===== src/sv/mprc_pkg.sv =====
// Shared types and constants for the multi-pattern replace block.
package mprc_pkg;

    localparam int BYTE_W = 8;
    localparam int FUNC_W = 2;
    localparam int SLOT_W = 2;
    localparam int OFFS_W = 4;
    localparam int LEN_W  = 5;
    localparam int MASK_W = 4;
    // Wide enough to compare lengths, fills and cell positions up to 127.
    localparam int CMP_W  = 7;

    localparam logic [FUNC_W-1:0] FUNC_DATA    = 2'd0;
    localparam logic [FUNC_W-1:0] FUNC_SEARCH  = 2'd1;
    localparam logic [FUNC_W-1:0] FUNC_REPLACE = 2'd2;
    localparam logic [FUNC_W-1:0] FUNC_LENGTH  = 2'd3;

    // Controls broadcast to every window cell.
    typedef struct packed {
        logic                append;
        logic                shift;
        logic                replace;
        logic                wr_search;
        logic                wr_replace;
        logic [BYTE_W-1:0]   wr_byte;
        logic [BYTE_W-1:0]   data_byte;
    } cell_ctrl_t;

endpackage


===== src/sv/mprc_cell.sv =====
// One window cell: a stream byte plus this position's search and replace bytes.
module mprc_cell #(
    parameter int NUM_PATTERNS = 4,
    parameter int PAT_W        = 2
) (
    input  logic                        aclk,
    input  mprc_pkg::cell_ctrl_t        ctrl,
    input  logic                        sel_append,
    input  logic                        sel_write,
    input  logic                        sel_replace,
    input  logic [PAT_W-1:0]            wr_idx,
    input  logic [PAT_W-1:0]            pat_idx,
    input  logic [mprc_pkg::BYTE_W-1:0] next_byte,
    output logic [mprc_pkg::BYTE_W-1:0] byte_q,
    output logic                        match
);

    logic [mprc_pkg::BYTE_W-1:0] byte_reg;
    logic [mprc_pkg::BYTE_W-1:0] search_reg  [NUM_PATTERNS];
    logic [mprc_pkg::BYTE_W-1:0] replace_reg [NUM_PATTERNS];

    always_ff @(posedge aclk) begin
        if (ctrl.append && sel_append) begin
            byte_reg <= ctrl.data_byte;
        end else if (ctrl.shift) begin
            byte_reg <= next_byte;
        end else if (ctrl.replace && sel_replace) begin
            byte_reg <= replace_reg[pat_idx];
        end
        if (ctrl.wr_search && sel_write) begin
            search_reg[wr_idx] <= ctrl.wr_byte;
        end
        if (ctrl.wr_replace && sel_write) begin
            replace_reg[wr_idx] <= ctrl.wr_byte;
        end
    end

    assign byte_q = byte_reg;
    assign match  = (byte_reg == search_reg[pat_idx]);

endmodule


===== src/sv/multi_pattern_replace_once.sv =====
// Top level of the multi-pattern, apply-once byte search and replace block.
//
// Bytes enter a window of MAX_LEN cells. Once the window is full, or when a
// byte with tlast arrives, the head position is processed: the patterns are
// tried one per cycle in table order on a shared compare across all cells, a
// pattern that has not been applied yet and matches rewrites the cells it
// covers, and then the head byte leaves through the output register while the
// cells shift one place toward the head. A table write or a byte that only
// fills the window leaves the block idle, ready for the next input. A byte
// with tlast flushes the whole window, processing each pending byte in turn.
// Table writes use the same input channel, selected by tuser. A length write
// clears that entry's applied mark; the marks otherwise persist across
// streams. The input side is taken again as soon as processing ends, even
// while the output register still holds a transfer that waits to be taken.
module multi_pattern_replace_once #(
    parameter int NUM_PATTERNS = 4,
    parameter int MAX_LEN      = 16
) (
    input  logic        aclk,
    input  logic        aresetn,
    input  logic        s_tvalid,
    output logic        s_tready,
    // data_byte[7:0], slot[9:8], offset[13:10], table_byte[21:14],
    // pattern_length[26:22], zeros above.
    input  logic [31:0] s_tdata,
    // func[1:0].
    input  logic [1:0]  s_tuser,
    // stream_end.
    input  logic        s_tlast,
    output logic        m_tvalid,
    input  logic        m_tready,
    // out_byte[7:0], applied_mask[11:8], zeros above.
    output logic [15:0] m_tdata,
    // out_last.
    output logic        m_tlast
);

    localparam int PAT_W  = (NUM_PATTERNS > 1) ? $clog2(NUM_PATTERNS) : 1;
    localparam int FILL_W = $clog2(MAX_LEN + 1);
    localparam int CMP_W  = mprc_pkg::CMP_W;

    localparam logic [1:0] ST_IDLE  = 2'd0;
    localparam logic [1:0] ST_MATCH = 2'd1;
    localparam logic [1:0] ST_EMIT  = 2'd2;

    logic [1:0]                 state_reg, state_next;
    logic [FILL_W-1:0]          fill_reg, fill_next;
    logic [PAT_W-1:0]           pat_reg, pat_next;
    logic                       flush_reg, flush_next;
    logic [NUM_PATTERNS-1:0]    applied_reg, applied_next;
    logic [mprc_pkg::LEN_W-1:0] len_reg [NUM_PATTERNS];

    logic                          out_valid_reg;
    logic [mprc_pkg::BYTE_W-1:0]   out_byte_reg;
    logic                          out_last_reg;
    logic [mprc_pkg::MASK_W-1:0]   out_mask_reg;

    // Input fields.
    logic [mprc_pkg::FUNC_W-1:0] in_func;
    logic [mprc_pkg::BYTE_W-1:0] in_data;
    logic [mprc_pkg::SLOT_W-1:0] in_slot;
    logic [mprc_pkg::OFFS_W-1:0] in_offs;
    logic [mprc_pkg::BYTE_W-1:0] in_tbyte;
    logic [mprc_pkg::LEN_W-1:0]  in_len;

    assign in_func  = s_tuser;
    assign in_data  = s_tdata[7:0];
    assign in_slot  = s_tdata[9:8];
    assign in_offs  = s_tdata[13:10];
    assign in_tbyte = s_tdata[21:14];
    assign in_len   = s_tdata[26:22];

    logic in_xfer, slot_ok, offs_ok, out_free, emit_go;
    logic [PAT_W-1:0] slot_idx;

    assign s_tready = (state_reg == ST_IDLE);
    assign in_xfer  = s_tvalid && s_tready;
    assign slot_ok  = (CMP_W'(in_slot) < CMP_W'(NUM_PATTERNS));
    assign offs_ok  = (CMP_W'(in_offs) < CMP_W'(MAX_LEN));
    assign slot_idx = PAT_W'(in_slot);
    assign out_free = !out_valid_reg || m_tready;
    assign emit_go  = (state_reg == ST_EMIT) && out_free;

    // Current pattern's eligibility and the shared match reduction.
    logic [mprc_pkg::LEN_W-1:0] cur_len;
    logic                       eligible, hit;
    logic [MAX_LEN-1:0]         in_pat, cell_match;

    assign cur_len  = len_reg[pat_reg];
    assign eligible = !applied_reg[pat_reg] && (cur_len != '0)
                   && (CMP_W'(cur_len) <= CMP_W'(MAX_LEN))
                   && (CMP_W'(cur_len) <= CMP_W'(fill_reg));
    assign hit      = (state_reg == ST_MATCH) && eligible && (&(cell_match | ~in_pat));

    mprc_pkg::cell_ctrl_t ctrl;
    assign ctrl.append     = in_xfer && (in_func == mprc_pkg::FUNC_DATA);
    assign ctrl.shift      = emit_go;
    assign ctrl.replace    = hit;
    assign ctrl.wr_search  = in_xfer && (in_func == mprc_pkg::FUNC_SEARCH) && slot_ok && offs_ok;
    assign ctrl.wr_replace = in_xfer && (in_func == mprc_pkg::FUNC_REPLACE) && slot_ok && offs_ok;
    assign ctrl.wr_byte    = in_tbyte;
    assign ctrl.data_byte  = in_data;

    logic [mprc_pkg::BYTE_W-1:0] cell_byte [MAX_LEN+1];
    assign cell_byte[MAX_LEN] = '0;

    genvar gi;
    generate
        for (gi = 0; gi < MAX_LEN; gi++) begin : g_cell
            assign in_pat[gi] = (CMP_W'(gi) < CMP_W'(cur_len));
            mprc_cell #(
                .NUM_PATTERNS(NUM_PATTERNS),
                .PAT_W       (PAT_W)
            ) u_cell (
                .aclk       (aclk),
                .ctrl       (ctrl),
                .sel_append (CMP_W'(fill_reg) == CMP_W'(gi)),
                .sel_write  (CMP_W'(in_offs) == CMP_W'(gi)),
                .sel_replace(in_pat[gi]),
                .wr_idx     (slot_idx),
                .pat_idx    (pat_reg),
                .next_byte  (cell_byte[gi+1]),
                .byte_q     (cell_byte[gi]),
                .match      (cell_match[gi])
            );
        end
    endgenerate

    // Sequencer.
    always_comb begin
        state_next   = state_reg;
        fill_next    = fill_reg;
        pat_next     = pat_reg;
        flush_next   = flush_reg;
        applied_next = applied_reg;
        unique case (state_reg)
            ST_IDLE: begin
                if (in_xfer && in_func == mprc_pkg::FUNC_DATA) begin
                    fill_next = fill_reg + 1'b1;
                    pat_next  = '0;
                    if (s_tlast || (CMP_W'(fill_reg) + 1'b1 == CMP_W'(MAX_LEN))) begin
                        flush_next = s_tlast;
                        state_next = ST_MATCH;
                    end
                end else if (in_xfer && in_func == mprc_pkg::FUNC_LENGTH && slot_ok) begin
                    applied_next[slot_idx] = 1'b0;
                end
            end
            ST_MATCH: begin
                if (hit) begin
                    applied_next[pat_reg] = 1'b1;
                end
                if (CMP_W'(pat_reg) == CMP_W'(NUM_PATTERNS - 1)) begin
                    state_next = ST_EMIT;
                end else begin
                    pat_next = pat_reg + 1'b1;
                end
            end
            ST_EMIT: begin
                if (out_free) begin
                    fill_next = fill_reg - 1'b1;
                    pat_next  = '0;
                    if (flush_reg && fill_reg > FILL_W'(1)) begin
                        state_next = ST_MATCH;
                    end else begin
                        state_next = ST_IDLE;
                    end
                end
            end
            default: state_next = ST_IDLE;
        endcase
    end

    logic [mprc_pkg::MASK_W-1:0] mask_now;
    always_comb begin
        mask_now = '0;
        for (int j = 0; j < NUM_PATTERNS && j < mprc_pkg::MASK_W; j++) begin
            mask_now[j] = applied_reg[j];
        end
    end

    always_ff @(posedge aclk) begin
        if (!aresetn) begin
            state_reg     <= ST_IDLE;
            fill_reg      <= '0;
            pat_reg       <= '0;
            flush_reg     <= 1'b0;
            applied_reg   <= '0;
            out_valid_reg <= 1'b0;
            for (int j = 0; j < NUM_PATTERNS; j++) begin
                len_reg[j] <= '0;
            end
        end else begin
            state_reg   <= state_next;
            fill_reg    <= fill_next;
            pat_reg     <= pat_next;
            flush_reg   <= flush_next;
            applied_reg <= applied_next;
            if (in_xfer && in_func == mprc_pkg::FUNC_LENGTH && slot_ok) begin
                len_reg[slot_idx] <= in_len;
            end
            if (emit_go) begin
                out_valid_reg <= 1'b1;
            end else if (m_tready) begin
                out_valid_reg <= 1'b0;
            end
        end
    end

    // Output payload; the applied marks are final once matching has ended.
    always_ff @(posedge aclk) begin
        if (emit_go) begin
            out_byte_reg <= cell_byte[0];
            out_last_reg <= flush_reg && (fill_reg == FILL_W'(1));
            out_mask_reg <= mask_now;
        end
    end

    assign m_tvalid = out_valid_reg;
    assign m_tdata  = {4'b0, out_mask_reg, out_byte_reg};
    assign m_tlast  = out_last_reg;

    // The window never holds more bytes than it has cells.
    a_fill_bound: assert property (@(posedge aclk) disable iff (!aresetn)
        CMP_W'(fill_reg) <= CMP_W'(MAX_LEN))
        else $error("window fill beyond capacity");

    // Applied marks are only ever set while matching.
    a_applied_set: assert property (@(posedge aclk) disable iff (!aresetn)
        state_reg != ST_MATCH |=> (applied_reg & ~$past(applied_reg)) == '0)
        else $error("applied mark set outside matching");

    // Emitting the last byte of a flush leaves the window empty.
    a_flush_empty: assert property (@(posedge aclk) disable iff (!aresetn)
        emit_go && flush_reg && fill_reg == FILL_W'(1) |=> fill_reg == '0)
        else $error("window not empty after flush");

    // No input is taken while a head position is being processed.
    a_no_take_busy: assert property (@(posedge aclk) disable iff (!aresetn)
        (state_reg == ST_MATCH || state_reg == ST_EMIT) |-> !in_xfer)
        else $error("input taken during processing");

endmodule

===== config.mk =====
export PLATFORM = sky130hd
export DESIGN_NAME = multi_pattern_replace_once
export DESIGN_NICKNAME = d
export VERILOG_FILES = /design/src/sv/mprc_pkg.sv /design/src/sv/mprc_cell.sv /design/src/sv/multi_pattern_replace_once.sv
export SDC_FILE = /design/constraint.sdc
export NUM_CORES = 1
export LEC_CHECK = 0
export ABC_AREA = 0
export BUFFER_PORTS_ARGS = -buffer_cell sky130_fd_sc_hd__buf_2
export CAP_MARGIN = 40
export CORE_UTILIZATION = 50
export CTS_BUF_LIST = sky130_fd_sc_hd__clkbuf_4 sky130_fd_sc_hd__clkbuf_8 sky130_fd_sc_hd__clkbuf_16
export CTS_CLUSTER_SIZE = 20
export DETAILED_ROUTE_END_ITERATION = 16
export PLACE_DENSITY = 0.69
export RECOVER_POWER = 25
export REMOVE_ABC_BUFFERS = 1
export SLEW_MARGIN = 40
export SYNTH_ARGS = -nofsm -noshare
export SYNTH_HDL_FRONTEND = slang
export SYNTH_SLANG_ARGS = --single-unit
export TNS_END_PERCENT = 5

===== constraint.sdc =====
create_clock -name aclk -period 4.5 [get_ports aclk]
set_input_delay 0.45 -clock aclk [delete_from_list [all_inputs] [get_ports aclk]]
set_output_delay 0.45 -clock aclk [all_outputs]
set_load 0.01 [all_outputs]

# --- Word level (Yosys, flattened, before mapping) ---
# Memory sizes are Yosys's and may differ from the RTL's. A register that Yosys moved wholly into a read port is not among the register bits.
# Cells that the tools add are included.
word_totals:
  elab_cells: 476
  inputBits: 39
  mem_count: 33
  out_inout_bits: 19
  mem_bits_rw: 1044
  ff_bits: 156
mem_list:
  columns: ["name", "depth", "width", "rd", "rd_clocked_by_memory_dff", "write_ports", "line_no", "text"]
  rows:
  - ["g_cell[0].u_cell.replace_reg", 4, 8, 1, 1, 1, "mprc_cell.sv:20", "logic [mprc_pkg::BYTE_W-1:0] replace_reg [NUM_PATTERNS];"]
  - ["g_cell[0].u_cell.search_reg", 4, 8, 1, 1, 1, "mprc_cell.sv:19", "logic [mprc_pkg::BYTE_W-1:0] search_reg [NUM_PATTERNS];"]
  - ["g_cell[10].u_cell.replace_reg", 4, 8, 1, 1, 1, "mprc_cell.sv:20", null]
  - ["g_cell[10].u_cell.search_reg", 4, 8, 1, 1, 1, "mprc_cell.sv:19", null]
  - ["g_cell[11].u_cell.replace_reg", 4, 8, 1, 1, 1, "mprc_cell.sv:20", null]
  - ["g_cell[11].u_cell.search_reg", 4, 8, 1, 1, 1, "mprc_cell.sv:19", null]
  - ["+27 memories", null, null, null, null, null, null, null]
classes:
  addsub: 4
  order_cmp: 23
  n_mux: 210
  n_eq_ne: 61
  bitwise_logic: 5
  reduce_logical: 115
ops:
  columns: ["operator", "count"]
  rows:
  - ["2-to-1 mux 8 bit", 48]
  - ["2-to-1 mux 2 bit", 74]
  - ["== test 8 bit", 16]
  - ["logical AND 1 bit", 79]
  - ["2-to-1 mux 1 bit", 75]
  - ["nonzero test 3 bit", 17]
  - ["== test 5 x 4 -> 1 bit, second input constant", 8]
  - ["less-than comparator 4 x 5 -> 1 bit, first input constant", 8]
  - ["== test 4 bit, second input constant", 8]
  - ["== test 5 x 3 -> 1 bit, second input constant", 4]
  - ["less-than comparator 3 x 5 -> 1 bit, first input constant", 4]
  - ["== test 4 x 3 -> 1 bit, second input constant", 4]
  - ["NOT 16 bit", 1]
  - ["OR 16 bit", 1]
  - ["AND reduction 16 bit", 1]
  - ["2-to-1 mux 5 bit", 3]
  - ["2-to-1 mux 4 bit", 3]
  - ["case mux 2 bit (3 select lines)", 2]
  - ["AND reduction 4 bit", 3]
  - ["== test 5 x 2 -> 1 bit, second input constant", 2]
  - ["less-than comparator 1 x 5 -> 1 bit, first input constant", 2]
  - ["less-than comparator 2 x 5 -> 1 bit, first input constant", 2]
  - ["case mux 5 bit (2 select lines)", 1]
  - ["== test 2 bit, second input constant", 4]
  - ["other kinds (31)", 48]

# --- Depth between registers and ports, before layout ---
# Gate-level depths: netlist of the first run.
logic_depth:
  word_depth: 12
  depth_mapped: 14
  mapped_depth_nobuf: 11

# --- Hierarchy ---
# Synthesis of the first run repeated with hierarchy kept, for this count alone.
hier_totals:
  cells_unflattened: 2663
  area_unflattened_um2: 50109.3
by_module_without_submodules:
  columns: ["module", "n_inst", "seq_area_each_um2", "area_each_um2", "cells_per_inst"]
  rows:
  - ["mprc_cell", 16, 2162.1, 2934.1, 145]
  - ["multi_pattern_replace_once", 1, 1331.3, 3164.3, 343]

# --- Worst setup path before layout of the first run ---
# OpenSTA, ideal clock, no wires.
synth_timing:
  path_type: "register -> register"
  startpoint: "reg with a tool-made name"
  endpoint: "reg g_cell[11].u_cell.byte_reg (netlist bit g_cell[11].u_cell.byte_q[0]) (enable)"
  required_time_ns: 4.124
  path_slack_ns: 1.105
  period_less_slack_ns: 3.395
  path_stages_with_launch: 13
  n_path_buf: 2
  setup_time_ns: 0.376
  arrival_time_ns: 3.019
  path_cell_list: "dfxtp_1 > buf_6 > mux4_2 > buf_2 > ha_1 > nor2b_1 > o21a_1 > o21ai_0 > a21oi_1 > o22a_1 > nor4_2 > nand4_2 > o211ai_1"
synth_lines:
  columns: ["item", "line_no", "text"]
  rows:
  - ["end signal: assignment", "mprc_cell.sv:24", "byte_reg <= ctrl.data_byte;"]
  - ["end signal: assignment", "mprc_cell.sv:26", "byte_reg <= next_byte;"]
  - ["end signal: assignment", "mprc_cell.sv:28", "byte_reg <= replace_reg[pat_idx];"]
  - ["end: declaration", "mprc_cell.sv:18", "logic [mprc_pkg::BYTE_W-1:0] byte_reg;"]

==> key figures, run 1 <==
Run status
  – Status: finished, violations left
  – Failing checks: capacitance limit, slew limit

Layout
  – Footprint of the multi-input gates: 0.01170 mm2
  – Synth-to-layout area growth: 11.80%
  – Layout cells sized above 1: a little over 20%
  – Sequential Area: between 0.03 and 0.04 mm2
  – Final #Nets: between 2000 and 3000
  – FILL cells: slightly above 7000

Detailed routing
  – WL/cell: approximately 27 um
  – Routed Antenna Nets: 0
  – Pre-Repair DR Iteration Count: 6
  – Iter 0 DRT Violations: between 2000 and 3000
  – Vias/cell: 6.063
  – Drt drc: 0
  – WL final: roughly 110000 um
  – Via count: 25200

Timing
  – Hold WS: around 0.075 ns
  – Setup TNS: 0 ns
  – Endpoints failing setup: 0
  – Actual slew at the worst max-slew pin: approximately 4.5 ns
  – Worst rel slew slack: -197.6%
  – Skew final: roughly 0.023 ns
  – Max Freq: 233.3 MHz
  – RSZ-0062 raised after global routing: no
  – Fin crit share: 95.27%
  – Final slew viol count: around 660
  – Final min period: 4.287 ns
  – Hold Violations, Final: 0
  – Final Worst Setup Slack: between 0.2 and 0.25 ns

Floorplanning
  – Cell Rows: between 100 and 150
  – Chip height: between 300 and 400 um
  – Core area: ~0.095 mm2
  – Io pins: 58
  – Die Area: 0.09782 mm2
  – Die Wd: 312.8 um
  – Starting Density: between 50% and 60%

Hold path
  – HP Class: primary input to register

Synth
  – Cells after Synth: around 2700
  – Async SR Flop Fraction: 0%
  – Area share of the largest cell type after synthesis: between 70% and 80%
  – Yosys reg bits: 1202
  – Yosys warnings: 0
  – Number of flops mapped to enable cells by yosys: approximately 1200
  – Mapped Area: just under 0.05 mm2
  – Sequential area share after synthesis: approximately three quarters
  – Synth area leader: edfxtp_1
  – Distinct cells, synth: 55
  – Avg Inst Size Synth: between 15 and 20 um2
  – Synth Flop Type: edfxtp_1
  – Synth area leaders: edfxtp_1 74%, mux4_2 12%, nand2_1 2.4%

Clock network
  – Hold Buf Count CTS: 0
  – Clock slew at reported path FFs: about 0.06 ns
  – H-Tree Level Count: 3
  – TritonCTS clock tree: yes
  – Clock Path Buffers: 3
  – Sink Count: approximately 1200
  – CTS root buffer: clkbuf_16
  – Postcts setup bufs: 0
  – Clock latency on the worst-skew pair: slightly below 0.7 ns
  – Num CTS Buffers: between 100 and 150

Critical path
  – Type of origin of the critical path: register
  – Kind of critical path: register to register
  – Worst endpoint required time: 4.88 ns
  – CP arrival: approximately 4.7 ns
  – CP Capture Type: register
  – Max Fanout on Critical Path: 23

Pwr
  – Static leakage: ~17 nW
  – Worst vdd rail ir drop: 320.1 uV
  – Tot Pwr: 0.02266 W
  – Pwr dens: 419.7 mW/mm2

Global routing
  – GRT Total Usage: 23.43%
  – Global-route wire length before repair: 168000 um
  – Gr ovfl total: 0
  – Vias in the first global route: 25490
  – Initial antenna violation count: 4
  – Largest net degree at the start of global routing: ~140

Placed design
  – Hpwl dp: between 60000 and 70000 um
  – Number of port buffers: 48
  – Dpl ws: between 0.06 and 0.07 ns
  – Final GP Congestion: 0.9226

Flow run
  – Max-Cap Viols: 8
## logic make-up (layout without fill, tap and decap cells)
family,count (synthesis),count (layout),synth area share (%)
xor gates and xnor gates,131,131,2.376
adders and majority gates,15,15,0.3887
other,1,7,0.007766
AOI/OAI and AO/OA,199,199,2.677
and+or+nand+nor,734,734,6.309
muxes,263,263,12.22
DFF,1202,1202,74.40
buffers and inverters,176,340,1.627
## cell type report
type,instances,area share [%]
multi-input cells,1346,21.67
flip-flops and latches,1202,66.56
well taps,1265,2.932
clock inverters,78,1.518
diodes,3,0.01391
inverters,23,0.1646
repair buffers,105,1.513
clock buffers,134,5.627
## per-stage QoR
| step | instances | util [%] | cell area (um2) |
|---|---|---|---|
| after floorplan | 2571 | - | 47600 |
| after global placement | 3939 | 52.51 | 50040 |
| after detailed placement | 3940 | 52.56 | 50090 |
| after CTS | 4152 | 56.62 | 53950 |
| after global routing | 4153 | 56.64 | 53980 |
| final | 4156 | 56.65 | 53990 |
## critical path: stages, from the launching register on
cell and delay, ns:
dfxtp_4 0.68, mux2_1 0.39, o21ai_2 0.21, inv_2 0.12, buf_4 0.20, nor2_1 0.59, a22o_1 0.37, nand2_1 0.11
nor4_2 0.30, nand4_2 0.14, buf_4 0.20, o211ai_1 0.39, buf_4 0.26
## placed cells by master, fill, tap and decap left out, drive strengths merged, types with 7 or more instances in the layout
cell type	count
mux4	261
a31oi	121
nand2b	9
ha	15
bufinv	16
xor2	23
clkinv	54
o211ai	13
a21oi	13
clkbuf	141
nor4	11
buf	97
edfxtp	1185
nor3	8
dfxtp	17
inv	24
clkinvlp	7
nor2	305
nand2	315
nand4	44
nand3	19
xnor2	108
o21ai	31
## final timing paths
| check | slack, ns | end | start | cells after the start |
|---|---|---|---|---|
| setup / recovery | 0.21 | g_cell[5].u_cell.byte_q[3] | register | 12 |
| hold / removal | 0.07 | state_reg[0] | aresetn | 3 |
| setup reg to reg | 0.21 | g_cell[5].u_cell.byte_q[3] | register | 12 |
| hold reg to reg | 0.49 | out_mask_reg[1] | applied_reg[1] | 0 |
## cell usage after synthesis, types with 2 or more instances
master / n
nor2_1: 305
ha_1: 15
o211ai_2: 8
and2_1: 4
clkinv_1: 2
nor2b_1: 5
or2_2: 2
xnor2_1: 108
o21ai_2: 2
edfxtp_1: 1185
nor3_1: 8
buf_2: 28
dfxtp_1: 17
xor2_1: 23
and3_1: 4
buf_6: 9
a211oi_1: 2
or3_1: 5
a22oi_1: 3
nor4_1: 8
a31oi_1: 121
o21ai_1: 6
buf_1: 29
clkbuf_1: 81
o211ai_1: 5
nand3_1: 19
nand2b_1: 9
a21o_1: 3
buf_4: 6
a21oi_1: 13
o21ai_0: 23
nor4_2: 2
inv_1: 20
mux4_2: 261
nand4_1: 43
o21a_1: 4
nand2_1: 315
## report_power, final
group | switching (W) | total (W) | internal [W]
clock | 0.00408 | 0.00982 | 0.00573
combinational | 0.000417 | 0.000515 | 0.0000987
sequential | 0.0000109 | 0.0123 | 0.0123
## routing by layer
layer / vias up / GRT usage, % / wire length [um]
li1: 10800 / - / -
met1: 13000 / 32.66 / 44340
met2: 1206 / 37.41 / 54490
met3: 199 / 4.645 / 10660
met4: 2 / 7.672 / 3434
met5: - / 0 / 8
## repair_timing
action	CTS	global route
endpoints found under the setup margin	8	8
gates resized for setup	1	1
hold endpoints to repair	0	0
pin swaps	0	0
No activity file was read; power rests on OpenSTA's default activity.
==> inputs of run 2 (changes only) <==
- BUFFER_PORTS_ARGS: -buffer_cell sky130_fd_sc_hd__buf_2 -> -buffer_cell sky130_fd_sc_hd__buf_4
==> run 2 against run 1 <==
Compared with the run above: the flow still finishes with violations (capacitance limit, slew limit); utilization barely moved; worst hold slack got worse by 0.037 ns; wire length rose by 0.52%; non-clock buffer count rose by 7; clock skew rose by 0.0012 ns; via count rose by 0.82%; fmax fell by 0.39%; largest cell class unchanged.
==> key figures, run 2 (synthesis results as in run 1) <==
Detailed routing
  – Pre-Repair DR Iteration Count: 6
  – WL/cell: about 27 um
  – WL final: 113500 um
  – Routed Antenna Nets: 0
  – Via count: approximately 25000
  – Vias/cell: around 6.1
  – Iter 0 DRT Violations: roughly 3000
  – Drt drc: 0

Global routing
  – Initial antenna violation count: 5
  – Global-route wire length before repair: ~170000 um
  – Vias in the first global route: between 20000 and 30000
  – Gr ovfl total: 0
  – Largest net degree at the start of global routing: 102
  – GRT Total Usage: about a quarter

Timing
  – Actual slew at the worst max-slew pin: 4.802 ns
  – Endpoints failing setup: 0
  – Skew final: 0.02429 ns
  – Fin crit share: 95.64%
  – Final min period: approximately 4.3 ns
  – Hold Violations, Final: 0
  – Final slew viol count: 677
  – Worst rel slew slack: -220.2%
  – Setup TNS: 0 ns
  – RSZ-0062 raised after global routing: no
  – Max Freq: around 230 MHz

Clock network
  – Hold Buf Count CTS: 0
  – Num CTS Buffers: roughly 110
  – H-Tree Level Count: 3
  – Postcts setup bufs: 0
  – CTS root buffer: clkbuf_16
  – PostCTS Resize Cnt: 0
  – TritonCTS clock tree: yes
  – Clock Path Buffers: 3
  – Clock slew at reported path FFs: 0.06 ns
  – Clock latency on the worst-skew pair: about 0.7 ns
  – Sink Count: 1202

Layout
  – Design area: between 0.05 and 0.06 mm2
  – Final #Nets: around 2900
  – Finished Layout Cells: about 4200
  – Most common cell after layout, fill and taps aside: edfxtp_1
  – FILL cells: 7078
  – Final Util: between 50% and 60%
  – Most frequent cells in the layout: 1185 x edfxtp_1, 313 x nand2_1, 285 x nor2_1
  – Ant diodes: 0
  – Synth-to-layout area growth: 11.78%
  – Layout cells sized above 1: between 20 and 25%

Floorplanning
  – Die Area: slightly below 0.1 mm2
  – Starting Density: between 50 and 60%
  – Die Wd: between 300 and 400 um
  – Cell Rows: around 110
  – Core area: between 0.09 and 0.1 mm2
  – Io pins: 58
  – Chip height: about 310 um

Critical path
  – Type of origin of the critical path: register
  – Worst setup path end: g_cell[14].u_cell.byte_q[2]
  – Reg2reg path depth: 9
  – Kind of critical path: register to register
  – R2r setup slk: around 0.2 ns
  – Max Fanout on Critical Path: 17
  – Worst endpoint required time: between 4 and 5 ns
  – RR Endpoint: g_cell[14].u_cell.byte_q[2]
  – CP Capture Type: register
  – CP arrival: 4.62 ns

Pwr
  – Tot Pwr: about 0.022 W
  – Logic gate share of total power: between 2 and 2.5%
  – Pwr dens: 416.7 mW/mm2
  – Internal power: 0.01797 W
  – Sequential Power Share: 54.8%
  – NetSw: around 0.0045 W
  – Worst vdd rail ir drop: 329.3 uV
  – Clk pwr share: 42.8%
  – Static leakage: approximately 17 nW
  – Sw frac: between 20% and 30%

Hold path
  – HP Class: primary input to register
  – Hold Path Stages: 3

Run status
  – Status: finished, violations left
  – Failing checks: capacitance limit, slew limit

Flow run
  – Max-Cap Viols: 8

Placed design
  – Number of port buffers: 48
  – Cell Area, Placed: 0.05017 mm2
  – Dpl cells: approximately 3900
  – Final GP Congestion: 0.8995
  – Hpwl dp: ~69000 um
## run 2: cell types whose count changed in the layout (fill, tap and decap cells not counted), sizes merged
cell,before,now
diode,3,0
clkinv,54,57
clkinvlp,7,8
clkbuf,141,140
dlygate4sd2,1,0
bufinv,16,14
buf,97,103
## run 2: routing by layer
layer | up-vias | share of wire [%] | track usage [%]
met1 | 13120 | 38 | 32.14
met4 | 6 | 3.4 | 8.182
met3 | 207 | 10 | 4.724
met2 | 1295 | 48 | 37.56
li1 | 10780 | - | -
met5 | - | 0.034 | 0
## run 2: critical path: stages, from the launching register on
cell and delay, ns:
dfxtp_4 0.52, buf_4 0.39, mux4_2 0.56, xnor2_1 0.16, nand4_1 0.23, o21ai_0 0.64
a21boi_0 0.34, nor4_4 0.46, nand4_1 0.18, nand3_1 0.45
## run 2: cell type report
class                   instances  area [um2]  share of cell area, %
well taps                    1265        1583                  2.932
clock buffers                 131        2980                  5.522
repair buffers                112       910.9                  1.688
flip-flops and latches       1202       35930                  66.57
multi-input cells            1346       11680                  21.64
clock inverters                80       802.0                  1.486
inverters                      23       88.84                 0.1646
## run 2: worst min-delay path by stage
| stage | from | end | slack, ns |
|---|---|---|---|
| 6_report | s_tlast | flush_reg | 0.04 |
| 5_1_grt | s_tlast | flush_reg | 0.05 |
| 4_1_cts | s_tlast | flush_reg | 0.01 |
| 3_5_place_dp | applied_reg[3] | out_mask_reg[3] | 0.44 |
| 3_3_place_gp | applied_reg[1] | out_mask_reg[1] | 0.45 |
| 2_1_floorplan | applied_reg[2] | out_mask_reg[2] | 0.42 |
## run 2: per-stage QoR
| stage | hold slack (ns) | setup WS, ns |
|---|---|---|
| floorplan | 0.4248 | -9.831 |
| global placement | 0.4476 | 0.4949 |
| detailed placement | 0.4406 | 0.3657 |
| CTS | 0.01265 | 0.3230 |
| global route | 0.04873 | 0.05332 |
| finish | 0.03769 | 0.1960 |
## run 2: power groups by stage
stage / logic [W] / clock network [W] / registers [W]
2_1_floorplan: 0.000163 / 0 / 0.0126
3_3_place_gp: 0.000502 / 0 / 0.0125
3_5_place_dp: 0.000528 / 0 / 0.0125
4_1_cts: 0.000529 / 0.00973 / 0.0123
5_1_grt: 0.000556 / 0.0101 / 0.0123
6_report: 0.000533 / 0.00963 / 0.0123
